--- src/hw/rtl/gmr_pkg.sv ---
// Package for grouped_min_reduce: shared widths, codes, cell state type and
// the binary64 helper functions. Depends on nothing.
package gmr_pkg;

    localparam int          DEF_MAX_GROUPS = 64;
    localparam int          CFG_W          = 7;
    localparam logic [63:0] NA_BITS        = 64'h7FF0_0000_0000_07A2;
    localparam logic [63:0] INF_BITS       = 64'h7FF0_0000_0000_0000;

    typedef enum logic [0:0] {
        REG_NA_REMOVE   = 1'b0,
        REG_GROUP_COUNT = 1'b1
    } t_reg_idx;

    typedef struct packed {
        logic [63:0] min_bits;
        logic        seen;
        logic        has_nan;
    } t_cell;

    function automatic logic is_nan(input logic [63:0] b);
        return (b[62:52] == 11'h7FF) && (b[51:0] != 52'd0);
    endfunction

    // a > b for two non-NaN binary64 values; +0 and -0 compare equal.
    function automatic logic fp_gt(input logic [63:0] a, input logic [63:0] b);
        logic res;
        if ((a[62:0] == 63'd0) && (b[62:0] == 63'd0)) begin
            res = 1'b0;
        end else if (a[63] != b[63]) begin
            res = !a[63];
        end else if (!a[63]) begin
            res = a[62:0] > b[62:0];
        end else begin
            res = a[62:0] < b[62:0];
        end
        return res;
    endfunction

endpackage

--- src/hw/rtl/gmr_cell.sv ---
// One group cell of the minimum chain: holds a group's running minimum and
// flags, updates on a sample hit and shifts toward the head during a dump.
// Depends on gmr_pkg.
module gmr_cell (
    input  logic          i_clk,
    input  logic          i_rst_n,
    input  logic          i_reload,
    input  gmr_pkg::t_cell i_reload_val,
    input  logic          i_shift,
    input  gmr_pkg::t_cell i_next,
    input  logic          i_hit,
    input  logic [63:0]   i_x,
    input  logic          i_na_remove,
    output gmr_pkg::t_cell o_state
);
    import gmr_pkg::*;

    t_cell r_state;
    t_cell n_state;
    logic  x_nan;

    assign x_nan = is_nan(i_x);

    always_comb begin
        n_state = r_state;
        priority if (i_reload) begin
            n_state = i_reload_val;
        end else if (i_shift) begin
            n_state = i_next;
        end else if (i_hit) begin
            if (i_na_remove) begin
                if (x_nan) begin
                    n_state.has_nan = 1'b1;
                end else if (!r_state.seen || fp_gt(r_state.min_bits, i_x)) begin
                    n_state.min_bits = i_x;
                    n_state.seen     = 1'b1;
                end
            end else if (!r_state.has_nan) begin
                if (x_nan) begin
                    n_state.min_bits = i_x;
                    n_state.has_nan  = 1'b1;
                end else begin
                    n_state.seen = 1'b1;
                    if (fp_gt(r_state.min_bits, i_x)) begin
                        n_state.min_bits = i_x;
                    end
                end
            end
        end else begin
            // Nothing happens to this group; the cell holds its state.
            n_state = r_state;
        end
    end

    always_ff @(posedge i_clk) begin
        if (!i_rst_n) begin
            r_state <= '{min_bits: NA_BITS, seen: 1'b0, has_nan: 1'b0};
        end else begin
            r_state <= n_state;
        end
    end

    assign o_state = r_state;

endmodule

--- config.mk ---
export PLATFORM = sky130hd
export DESIGN_NAME = gmr_cell
export DESIGN_NICKNAME = d
export VERILOG_FILES = /design/src/hw/rtl/gmr_pkg.sv /design/src/hw/rtl/gmr_cell.sv
export SDC_FILE = /design/constraint.sdc
export NUM_CORES = 1
export LEC_CHECK = 0
export ABC_AREA = 1
export BUFFER_PORTS_ARGS = -buffer_cell sky130_fd_sc_hd__buf_2
export CAP_MARGIN = 20
export CORE_ASPECT_RATIO = 0.7
export CORE_UTILIZATION = 45
export DETAILED_ROUTE_END_ITERATION = 7
export PLACE_DENSITY = 0.85
export SETUP_SLACK_MARGIN = 0.15
export SLEW_MARGIN = 0
export SYNTH_ARGS = -nofsm -noshare
export SYNTH_HDL_FRONTEND = slang
export SYNTH_SLANG_ARGS = --single-unit
--- constraint.sdc ---
create_clock -name i_clk -period 2.15 [get_ports i_clk]
set_input_delay 0.3225 -clock i_clk [delete_from_list [all_inputs] [get_ports i_clk]]
set_output_delay 0.3225 -clock i_clk [all_outputs]
set_load 0.01 [all_outputs]
# Word level (Yosys, flattened, before mapping)
# Index checks and enable logic that the tools add are counted.
[classes] shift=0 reduce_logical=13 muxes=25 multipliers=0 n_lt_le_gt_ge=2 div_mod_pow=0 bitwise_logic=0 addsub=0 eq_ne=7
[op_table] cell="$mux 66" n=5
[op_table] cell="$mux 65" n=2
[op_table] cell="$mux 64" n=2
[op_table] cell="$logic_not 63->1" n=2
[op_table] cell="$gt 63x63->1" n=1
[op_table] cell="$lt 63x63->1" n=1
[op_table] cell="$reduce_bool 52->1" n=1
[op_table] cell="$mux 1" n=16
[op_table] cell="$eq 11x11->1 const B" n=1
[op_table] cell="$ne 4x3->1 const B" n=2
[op_table] cell="$ne 4x4->1 const B" n=2
[op_table] cell="$reduce_and 5->1" n=1
[op_table] cell="$reduce_bool 5->1" n=1
[op_table] cell="$reduce_and 4->1" n=1
[op_table] cell="$ne 3x3->1 const B" n=1
[op_table] cell="$reduce_bool 3->1" n=1
[op_table] cell="$logic_and 1x1->1" n=2
[op_table] cell="$logic_not 1->1" n=2
[op_table] cell="$reduce_and 2->1" n=1
[op_table] cell="$logic_or 1x1->1" n=1
[op_table] cell="$ne 1x1->1" n=1
[word_totals] regBits=66 latchBits=0 n_memories=0 output_inout_bits=66 mem_bits_rw=0 elab_cells=50 input_bits=202 rom_bits=0

# Longest topological paths before layout
# Gate-level depths: netlist of run 1.
[depth] word_depth=17 ltp_mapped=22 mapped_depth_nobuf=21

# Worst setup path after synthesis of run 1
# No wires, ideal clock.
[synth_timing] path_type="input to register" start="in i_x[54]" end="reg r_state, in the netlist o_state[51]" t_arrival_ps=2049 n_path_buf=2 required_time_ps=2040 setup_ps=110 cell_stages=17 path_slack_ps=-9 path_cell_list="inv_1 ha_1 a21o_1 nor2_1 nand2_1 nand2_1 nand2_1 a21oi_1 nand2_1 a21oi_1 nand2_2 nand2_2 buf_4 buf_2 nand4_1 nand2_1 nor2_1"
[synth_between] elab_chain_len=12 word_cells_on_any_way=30 classes_between="order compare: 2; eq/ne: 3; mux: 19; reduce/logical: 6"
[synth_lines] item="from (decl)" line="gmr_cell.sv:12" rtl="input logic [63:0] i_x,"
[synth_lines] item="$gt 63x63->1 / $lt 63x63->1 (equally long branches)" line="gmr_pkg.sv:33, gmr_pkg.sv:35"
[synth_lines] item="$mux 1" line="gmr_pkg.sv:32" rtl="end else if (!a[63]) begin"
[synth_lines] item="$mux 1" line="gmr_pkg.sv:30" rtl="end else if (a[63] != b[63]) begin"
[synth_lines] item="$mux 1" line="gmr_pkg.sv:28" rtl="if ((a[62:0] == 63'd0) && (b[62:0] == 63'd0)) begin"
[synth_lines] item="$mux 1" line="gmr_cell.sv:32, gmr_cell.sv:39"
[synth_lines] item="$mux 1, on equally long branches" line="gmr_cell.sv:38, gmr_cell.sv:31"
[synth_lines] item="$mux 1, on equally long branches" line="gmr_cell.sv:31, gmr_cell.sv:30"
[synth_lines] item="$mux 1, on equally long branches" line="gmr_cell.sv:30, gmr_cell.sv:28"
[synth_lines] item="$mux 1, on equally long branches" line="gmr_cell.sv:28, gmr_cell.sv:26"
[synth_lines] item="$mux 1 / $logic_or 1x1->1 (equally long branches)" line="gmr_cell.sv:26, gmr_cell.sv:34"
[synth_lines] item="$reduce_bool 5->1 (no source line) / $ne 4x3->1 (equally long branches)"
[synth_lines] item="$reduce_and 5->1 (no source line)"
[synth_lines] item="to (signal assigned)" line="gmr_cell.sv:57" rtl="r_state <= '{min_bits: NA_BITS, seen: 1'b0, has_nan: 1'b0};"
[synth_lines] item="to (signal assigned)" line="gmr_cell.sv:59" rtl="r_state <= n_state;"
[synth_lines] item="to (decl)" line="gmr_cell.sv:18" rtl="t_cell r_state;"
# Parallel ways exist; a longest one is shown, timed or not. The select of a mux whose other input is x is not followed.
# A chain may end at the register's enable or synchronous reset.

# Final worst setup path of run 1
[layout_timing] start="reg r_state, in the netlist o_state[32]" end="reg r_state, in the netlist o_state[31]"
[layout_between] elab_chain_len=12 word_cells_on_any_way=21 classes_between="order compare: 2; eq/ne: 1; mux: 13; reduce/logical: 5"
[layout_lines] item="$gt 63x63->1 / $lt 63x63->1 (equally long branches)" line="gmr_pkg.sv:33, gmr_pkg.sv:35"
[layout_lines] item="$mux 1" line="gmr_pkg.sv:32"
[layout_lines] item="$mux 1" line="gmr_pkg.sv:30"
[layout_lines] item="$mux 1 (*)" line="gmr_pkg.sv:28"
[layout_lines] item="$mux 1 (*)" line="gmr_cell.sv:32, gmr_cell.sv:39"
[layout_lines] item="$mux 1, on equally long branches" line="gmr_cell.sv:38, gmr_cell.sv:31"
[layout_lines] item="$mux 1, on equally long branches" line="gmr_cell.sv:31, gmr_cell.sv:30"
[layout_lines] item="$mux 1, on equally long branches" line="gmr_cell.sv:30, gmr_cell.sv:28"
[layout_lines] item="$mux 1, on equally long branches" line="gmr_cell.sv:28, gmr_cell.sv:26"
[layout_lines] item="$mux 1 / $logic_or 1x1->1 (equally long branches)" line="gmr_cell.sv:26, gmr_cell.sv:34"
[layout_lines] item="$reduce_bool 5->1 (no source line) / $ne 4x3->1 (equally long branches)"
[layout_lines] item="$reduce_and 5->1 (no source line) (*)"
# Mark *: on every way between the ends. The rest lies on a longest branch, timed or not. The select of a mux whose other input is x is not followed.

==> results of run 1 <==
==> path summary, 6_finish.rpt <==
check             startpoint     endpoint  slack [ns]  cells after the start
min          i_reload_val[0]   o_state[0]        0.27                      3
max              o_state[32]  o_state[31]       -0.46                     19
max reg2reg      o_state[32]  o_state[31]       -0.46                     19
min reg2reg       o_state[0]   o_state[0]        0.54                      2
==> tightest hold or removal path, delay by kind of cell <==
family | cells | cell delay [ns]
AO/OA/AOI/OAI | 1 | 0.07
buffers and inverters | 1 | 0.09
AND/OR/NAND/NOR | 1 | 0.05
==> repair_timing <==
item,CTS,global route
gates cloned,0,7
pin swaps,1,20
setup endpoints to repair,65,66
hold buffers,0,0
setup buffers,2,3
hold endpoints to repair,0,0
gates resized for setup,7,105
==> kinds of logic after synthesis <==
| kind of cell | count (synthesis) | share of synthesized area, % |
|---|---|---|
| and+or+nand+nor | 525 | 36.2 |
| DFF | 66 | 20.6 |
| AOI/OAI and AO/OA | 195 | 15.4 |
| buffers and inverters | 254 | 15.4 |
| adders and majority gates | 63 | 12.3 |
==> synth_stat cells, drive strengths merged <==
cell / count / share of area (%)
a21o: 4 / 0.47
a21oi: 71 / 5.5
a31oi: 1 / 0.098
buf: 34 / 2.6
clkbuf: 28 / 1.6
dfxtp: 66 / 21
ha: 63 / 12
inv: 192 / 11
nand2: 288 / 17
nand3: 38 / 3.2
nand4: 82 / 8.0
nor2: 89 / 5.2
nor2b: 3 / 0.29
nor3: 8 / 0.78
nor4: 17 / 1.8
o211ai: 1 / 0.12
o21ai: 118 / 9.2
==> through the flow <==
stage | hold WS (ns) | setup TNS (ns)
final | 0.271 | -24.69
after global routing | 0.277 | -34.00
after CTS | 0.261 | -23.55
after detailed placement | 0.537 | -34.03
after global placement | 0.525 | -27.74
after floorplan | 0.486 | 0
==> power by group through the flow <==
stage	logic [uW]	clock network, uW	registers (uW)
after floorplan	975	0	1580
after global placement	1940	0	1480
after detailed placement	1990	0	1490
after CTS	2010	1410	1460
after global routing	2420	1470	1480
final	2200	1400	1460
==> final cells by class <==
type / count / area (um^2)
antenna: 3 / 7.51
fill: 1196 / 3890
inverter: 192 / 733
sequential: 66 / 1360
tap: 190 / 238
clock inverter: 3 / 15.0
clock buffer: 13 / 260
timing repair buffer: 429 / 2780
multi-input combinational: 784 / 4630
==> metal layers <==
metal,GRT usage [%],vias up,share of wire (%)
li1,-,4361,-
met1,42.7,4033,44
met2,54.8,440,46
met3,6.09,27,8.6
met4,7.69,2,1.1
met5,0,-,0.062
==> run summary, run 1 <==
The clock network accounts for 27.6% of the total power. Summed over all cells, the static leakage comes to 0.00557 uW. For the worst clock skew, the log shows 0.00899 ns.

The type of destination of the critical path was a flip-flop. The die is 102 um tall. In this run the power density over the cells is 505 nW/um^2.

After detailed routing, the total wire length is 25600 um. VDD sags by at most 0.387 mV. The synthesized netlist occupies a cell area of 6410 um^2. The slowest stage of the critical path is the sky130_fd_sc_hd__dfxtp_2 cell. The slew at the pin closest to its max-slew limit is 0.603 ns. The remaining antenna violation count is 0, and the max-slew headroom at the worst pin is 59.5%.

The logs give 7641 for the number of global-route vias before repair and 2 for the buffer depth of the longest clock path. Gate count of the mapped netlist: 1103. The share of the Yosys chip area taken by registers is 20.6%. The die covers 14700 um^2. The pre-CTS setup slack is -0.603 ns, and the depth of the CTS H-tree is 3. Routability-driven placement finished with a final weighted congestion of 0.909. TritonCTS built the clock tree.

Data on the critical path is required at its endpoint by 2.41 ns. The run gives 32.4% as the aggregate global-route resource usage. Sequential cells burn 28.9% of the power. The core region is 13900 um^2.

The initial core utilization was 46.1%; the number of DRC markers in iteration 0 was 527. Clock tree synthesis inserted a total of 9 buffers. The net total in the final layout is 1747, and the number of remaining DRC errors is 0. Counting flops and latches in the post-synthesis netlist gives 66. Counting distinct cell types in the post-synthesis netlist gives 26. The tools report the leftover overflow at the end of global routing as 0.

The first global-routing pass estimated 37100 um of wire. The buffers plus inverters on the worst setup path is 3, and the routed via count is 8863. Dividing the detail-routed via count by the number of cells gives 5.28. The insertion delay to the later sink of the worst-skew pair was 0.33 ns; the average wire length per cell after detail routing was 15.3 um. Entering global routing, the biggest net connects 68 pins. The finished layout holds 1680 standard cells, fillers aside. The register with the most flip-flops in the layout has 66 of them.

The tightest min-delay check is of the input port to flip-flop type. In this run the clock root is driven by a sky130_fd_sc_hd__clkbuf_16. The maximum single-stage delay on the critical path is 0.34 ns, and the placed cell count is 1649. The clock net sink count was 66. Most common cell after layout, fill and taps aside: sky130_fd_sc_hd__buf_2. The run gives 4 as the number of antenna violations at the first check in global routing.

The share of cells above drive strength 1 is 44.6%. The checks that failed: setup timing. The logs give -0.456 ns for the post-route worst setup slack and 9190 um^2 for the total cell area at the placement stage. During I/O placement, the number of pins put on the boundary was 268. The max-capacitance violation count came out at 0.

The row count was 36; the final core area utilization was 72.1%. After layout, the minimum clock period comes to 2.61 ns. For the sum of net half-perimeters after detailed placement, the log shows 19100 um. The Yosys warning count was 0. In this run the horizontal extent of the chip is 145 um. The ratio of final minimum period to clock period came out at 121%. The setup-violating endpoint count in the final report was 65; the mean instance size in the synthesized netlist was 5.81 um^2. Net switching is 36.6% of the power.

The worst setup path is launched from a flip-flop. The internal cell power came out at 3210 uW. The combinational group share of total power was 43.5%; the worst path arrival time was 2.87 ns. The classification of the worst setup path was flip-flop to flip-flop.

Traced cell by cell, the critical path runs through ha_4 > nand2_2 > nor2_2 > nand4_1 > buf_4 > nor2_2 > nand2_1 > nand2_1 > nand2_1 > nand2_2 > nand2_1 > nand2_2 > nand2_4 > nand2_8 > nand3_4 > clkbuf_16 > nand2_2 > inv_2 > nor2_1. The final non-filler cell area is 10000 um^2. The tools report the first-pass iteration count of the detailed router as 5.

Setup repair after global routing could not meet its margin everywhere. The run finished, with violations left. Number of endpoints with negative hold slack in the final report: 0. The count of buffers added on input and output ports is 267. Leaving out fill and tap cells, the most frequent cells in the layout are 267 x sky130_fd_sc_hd__buf_2, 229 x sky130_fd_sc_hd__nand2_1, 143 x sky130_fd_sc_hd__buf_4. Based on the critical path, the design can be clocked at up to 0.384 GHz. Clock-pin slew was measured on the worst setup and hold paths at 0.06 ns. For this design the total switching power over the nets is 1850 uW. Counting every net in the synthesized netlist gives 1368. Along the worst path, the maximum fanout reaches 8. The completed layout was analyzed and its total power is 5060 uW. Family with the most delay on the worst path: simple AND/OR/NAND/NOR gates. The run gives 0 as the number of pins exceeding their max-slew limit in the final report.

Relative to the synthesized area, the layout overhead comes to 56.4%.
(Power assumes the default switching activity.)
==> run 2: changes to the inputs <==
- ABC_AREA: 1 -> unset
- CORE_UTILIZATION: 45 -> 44
==> run 2 against run 1 <==
The flow still finishes with violations (setup timing). Worst hold slack improved by 0.074 ns. Sequential share of layout area increased by 0.65 points. Clock power increased by 19%. Largest cell class unchanged.
==> run summary, run 2 <==
For this design the ratio of total power to cell area is 531 nW/um^2. The tools report the leftover overflow at the end of global routing as 0. The area growth from synthesis to layout is 61.6%.

The leading cell type by number of instances after synthesis was sky130_fd_sc_hd__nand2_1. The minimum clock period after layout works out to 2.99 ns. In this run the critical register-to-register path is launched from o_state[58].

In this run the core area contains 34 standard-cell rows. Counting every net in the synthesized netlist gives 1043. The multi-input gate area in the final layout is 4500 um^2. Summing the areas of all and, or, nand and nor instances in the mapped netlist gives 22.2% of the synthesized area. The count of buffers inserted at the top-level ports was 267.

Setup violations remaining at the end of the flow were counted as 65. The number of pins exceeding their max-slew limit in the final report was 0. After synthesis the netlist holds a flip-flop and latch count of 66. The launch point of the worst hold path was i_hit. Of the total synthesized cell area, the portion taken by XOR and XNOR cells is 0%. For this run, the post-layout net count is 1451. The share of the synthesized area in the top cell type is 22.5%.

The max-slew headroom at the worst pin was 55.4%. Counting instances, the worst hold path has a depth of 3. In the finished design, the share of the clock period the worst path needs comes to 139%. Synthesis instantiated 42 different standard cells from the library. The internal cell power is 3430 uW. During synthesis, Yosys emitted a total of 0 warnings.

In the routed design, unresolved DRC markers number 0. Summed over all instances, the cell type with the most area after synthesis is sky130_fd_sc_hd__dfxtp_1. The worst path arrival time was 3.21 ns; the critical path required time was 2.37 ns.

The most common cell after layout, fill and taps aside is sky130_fd_sc_hd__buf_2. The run gives 778 as the gate count of the mapped netlist. Clock skew on the completed layout was measured at 0.00763 ns. The register with the most flip-flops in the layout has 66 of them. Timing would allow up to 0.334 GHz. At the pin with the least slew margin, the transition time is 0.669 ns. The area of the die is 13800 um^2.

The leading register cell type out of synthesis is sky130_fd_sc_hd__dfxtp_1. Summed over all failing endpoints, the final setup total negative slack is -50.04 ns. The tools report the routability congestion estimate from global placement as 0.976.

For this design, the CTS-stage hold fixing added 0 buffers. Setup repair after global routing could not meet its margin everywhere. The tool flagged a number of max-cap violations equal to 0.

The tools report the clock net sink count as 66. In this run the deepest clock path goes through 2 buffers. The register-to-register setup slack was -0.84 ns; the post-synth design cell area was 5870 um^2. Counting instances in the post-synthesis netlist gives the leading cell types as 173 x sky130_fd_sc_hd__nand2_1, 67 x sky130_fd_sc_hd__inv_1, 66 x sky130_fd_sc_hd__dfxtp_1. Clock latency on the worst-skew pair, taken at its later pin, is 0.33 ns. Measured along the x axis, the die boundary spans 140 um. The checks that failed: setup timing. The initial core utilization was 46.2%. In the final layout, the share of cells above drive strength 1 is 47.2%. For the number of global-route vias before repair, the log shows 7389.

Summed over all nets, the half-perimeter wirelength after detailed placement is 18400 um. The number of antenna violations at the first check in global routing came out at 1. The number of DRC markers in iteration 0 was 480.

The proportion of total power due to net switching is 32.0%, and the worst reg2reg path depth is 11. Die height: 98.6 um. For the number of endpoints with negative hold slack in the final report, the log shows 0. Wires add up to 24200 um. The maximum net fanout on the critical path works out to 6.

Averaged over all synthesized cells, the footprint is 7.55 um^2. TritonCTS created 9 clock buffers. The compound-cell area share of the yosys netlist was 20.9%. The total area inside the core boundary comes to 12700 um^2. The tools report the worst vdd rail ir drop as 0.428 mV. The run finished, with violations left. In the layout the commonest cells are 262 x sky130_fd_sc_hd__buf_2, 172 x sky130_fd_sc_hd__nand2_1, 167 x sky130_fd_sc_hd__buf_4. The tools report the total leakage power as 0.00472 uW.

The element type at the critical path start is a flip-flop. Timing analysis after detailed placement gives a worst setup slack of -1.09 ns. The multiplexer fraction of the synthesized cell area is 12.3%. Across the whole layout, storage elements account for 1350 um^2. The first TritonRoute pass finished after 5 iterations. The CTS clock-pin slew for the worst setup and hold paths works out to 0.06 ns. The routed via count came out at 7474.

The tools report the aggregate global-route resource usage as 34.8%. By startpoint and endpoint, the worst setup path is classified as flip-flop to flip-flop. For this design the total switching power over the nets is 1610 uW. The tree is rooted in a sky130_fd_sc_hd__clkbuf_16. TritonCTS built the clock tree. The remaining antenna violation count was 0. Combinational cells account for 38.3% of the total power. Average wire length per cell after detail routing: 17.9 um. The tools report the depth of the CTS H-tree as 3. The capturing point of the worst reg2reg path is o_state[12]. The first global-routing pass estimated 37500 um of wire. The clock network accounts for 33.2% of the total power.

In the synthesized netlist the async set-or-reset flop fraction comes to 0%. After Yosys synthesis, full adders, half adders and majority gates account for 13.4% of the synthesized area. Entering global routing, the biggest net connects 78 pins. The post-route worst setup slack was -0.843 ns; the vias per cell was 5.52.

The I/O pin count was 268. The tools report the end of the worst hold path as o_state[0]. In this run, synthesis inferred 0 flip-flops with an integrated enable. Summing internal, switching and leakage power gives 5030 uW. Sequential cells account for 28.5% of the total power. Type of destination of the critical path: a flip-flop. The filler cells instantiated in the layout total 937.

Dominant combinational cell family by area after synthesis: simple AND/OR/NAND/NOR gates. The placed cell count was 1330. For this run, the register share of the synthesized area comes to 22.5%. The worst hold path belongs to the class input port to flip-flop. By area the synthesized netlist is led by sky130_fd_sc_hd__dfxtp_1 23%, sky130_fd_sc_hd__ha_1 13%, sky130_fd_sc_hd__nand2_1 11%, sky130_fd_sc_hd__mux2i_1 8.2%, sky130_fd_sc_hd__a22oi_1 8.2%. The tools report the non-filler instance count after layout as 1354.
[run 2: worst max-delay path by stage]
stage                start  cells past startpoint     endpoint  slack, ns
2_1_floorplan  o_state[43]                     12  o_state[60]      -0.66
3_3_place_gp       i_x[26]                     14  o_state[56]      -1.00
3_5_place_dp       i_x[62]                     14  o_state[15]      -1.09
4_1_cts        o_state[40]                     12  o_state[15]      -0.83
5_1_grt        o_state[63]                     11   o_state[9]      -0.92
6_report       o_state[58]                     11  o_state[12]      -0.84
[run 2: power groups by stage]
stage	sequential (uW)	combinational, uW	clock [uW]
after floorplan	1530	777	0
after global placement	1440	1730	0
after detailed placement	1450	1770	0
after CTS	1430	1870	1690
after global routing	1440	2090	1740
final	1430	1930	1670
[run 2: area by class of cell]
cell class	instances	share of cell area (%)
multi-input cells	594	47.4
clock buffers	12	2.81
flip-flops and latches	66	14.2
diodes	1	0.0264
repair buffers	448	30.0
well taps	162	2.14
clock inverters	4	0.765
inverters	67	2.65
[run 2: worst max-delay path, cell delays in order (launching register included)]
cell and delay, ns:
sky130_fd_sc_hd__dfxtp_2 0.33, sky130_fd_sc_hd__ha_1 0.28, sky130_fd_sc_hd__a21oi_1 0.13, sky130_fd_sc_hd__o21ai_0 0.09, sky130_fd_sc_hd__a221oi_1 0.39, sky130_fd_sc_hd__o21ai_0 0.28
sky130_fd_sc_hd__a21oi_2 0.20, sky130_fd_sc_hd__nand3b_1 0.09, sky130_fd_sc_hd__a311o_1 0.38, sky130_fd_sc_hd__o31ai_4 0.15, sky130_fd_sc_hd__clkbuf_16 0.27, sky130_fd_sc_hd__mux2_4 0.30
[run 2: logic make-up (layout without fill, tap and decap cells)]
family                   Yosys count  after routing
buffers and inverters            118            531
multiplexers                      65             65
other                              0              1
flip-flops                        66             66
adder cells (fa/ha/maj)           63             63
AO/OA/AOI/OAI                    190            190
AND/OR/NAND/NOR                  276            276
[run 2: routing by layer]
| layer | routed length (um) | global-route usage [%] | vias up | part of all wire (%) |
|---|---|---|---|---|
| met1 | 10400 | 44.2 | 3433 | 43 |
| met2 | 11300 | 59.7 | 361 | 47 |
| met3 | 1930 | 6.80 | 47 | 8.0 |
| met4 | 546 | 10.6 | 2 | 2.3 |
| li1 | - | - | 3631 | - |
| met5 | 8 | 0 | - | 0.033 |
[run 2: through the flow]
step / cell area, um^2 / hold WS (ns) / util, %
floorplan: 6030 / 0.478 / -
global placement: 8690 / 0.503 / 68.3
detailed placement: 8690 / 0.515 / 68.3
CTS: 9410 / 0.319 / 74.0
global route: 9480 / 0.356 / 74.6
finish: 9490 / 0.345 / 74.6
[run 2: repair_timing]
action	4_1_cts	5_1_grt
buffers inserted	4	1
gates resized for setup	55	9
endpoints found under the setup margin	66	66
pin swaps	9	9
gates cloned	1	1
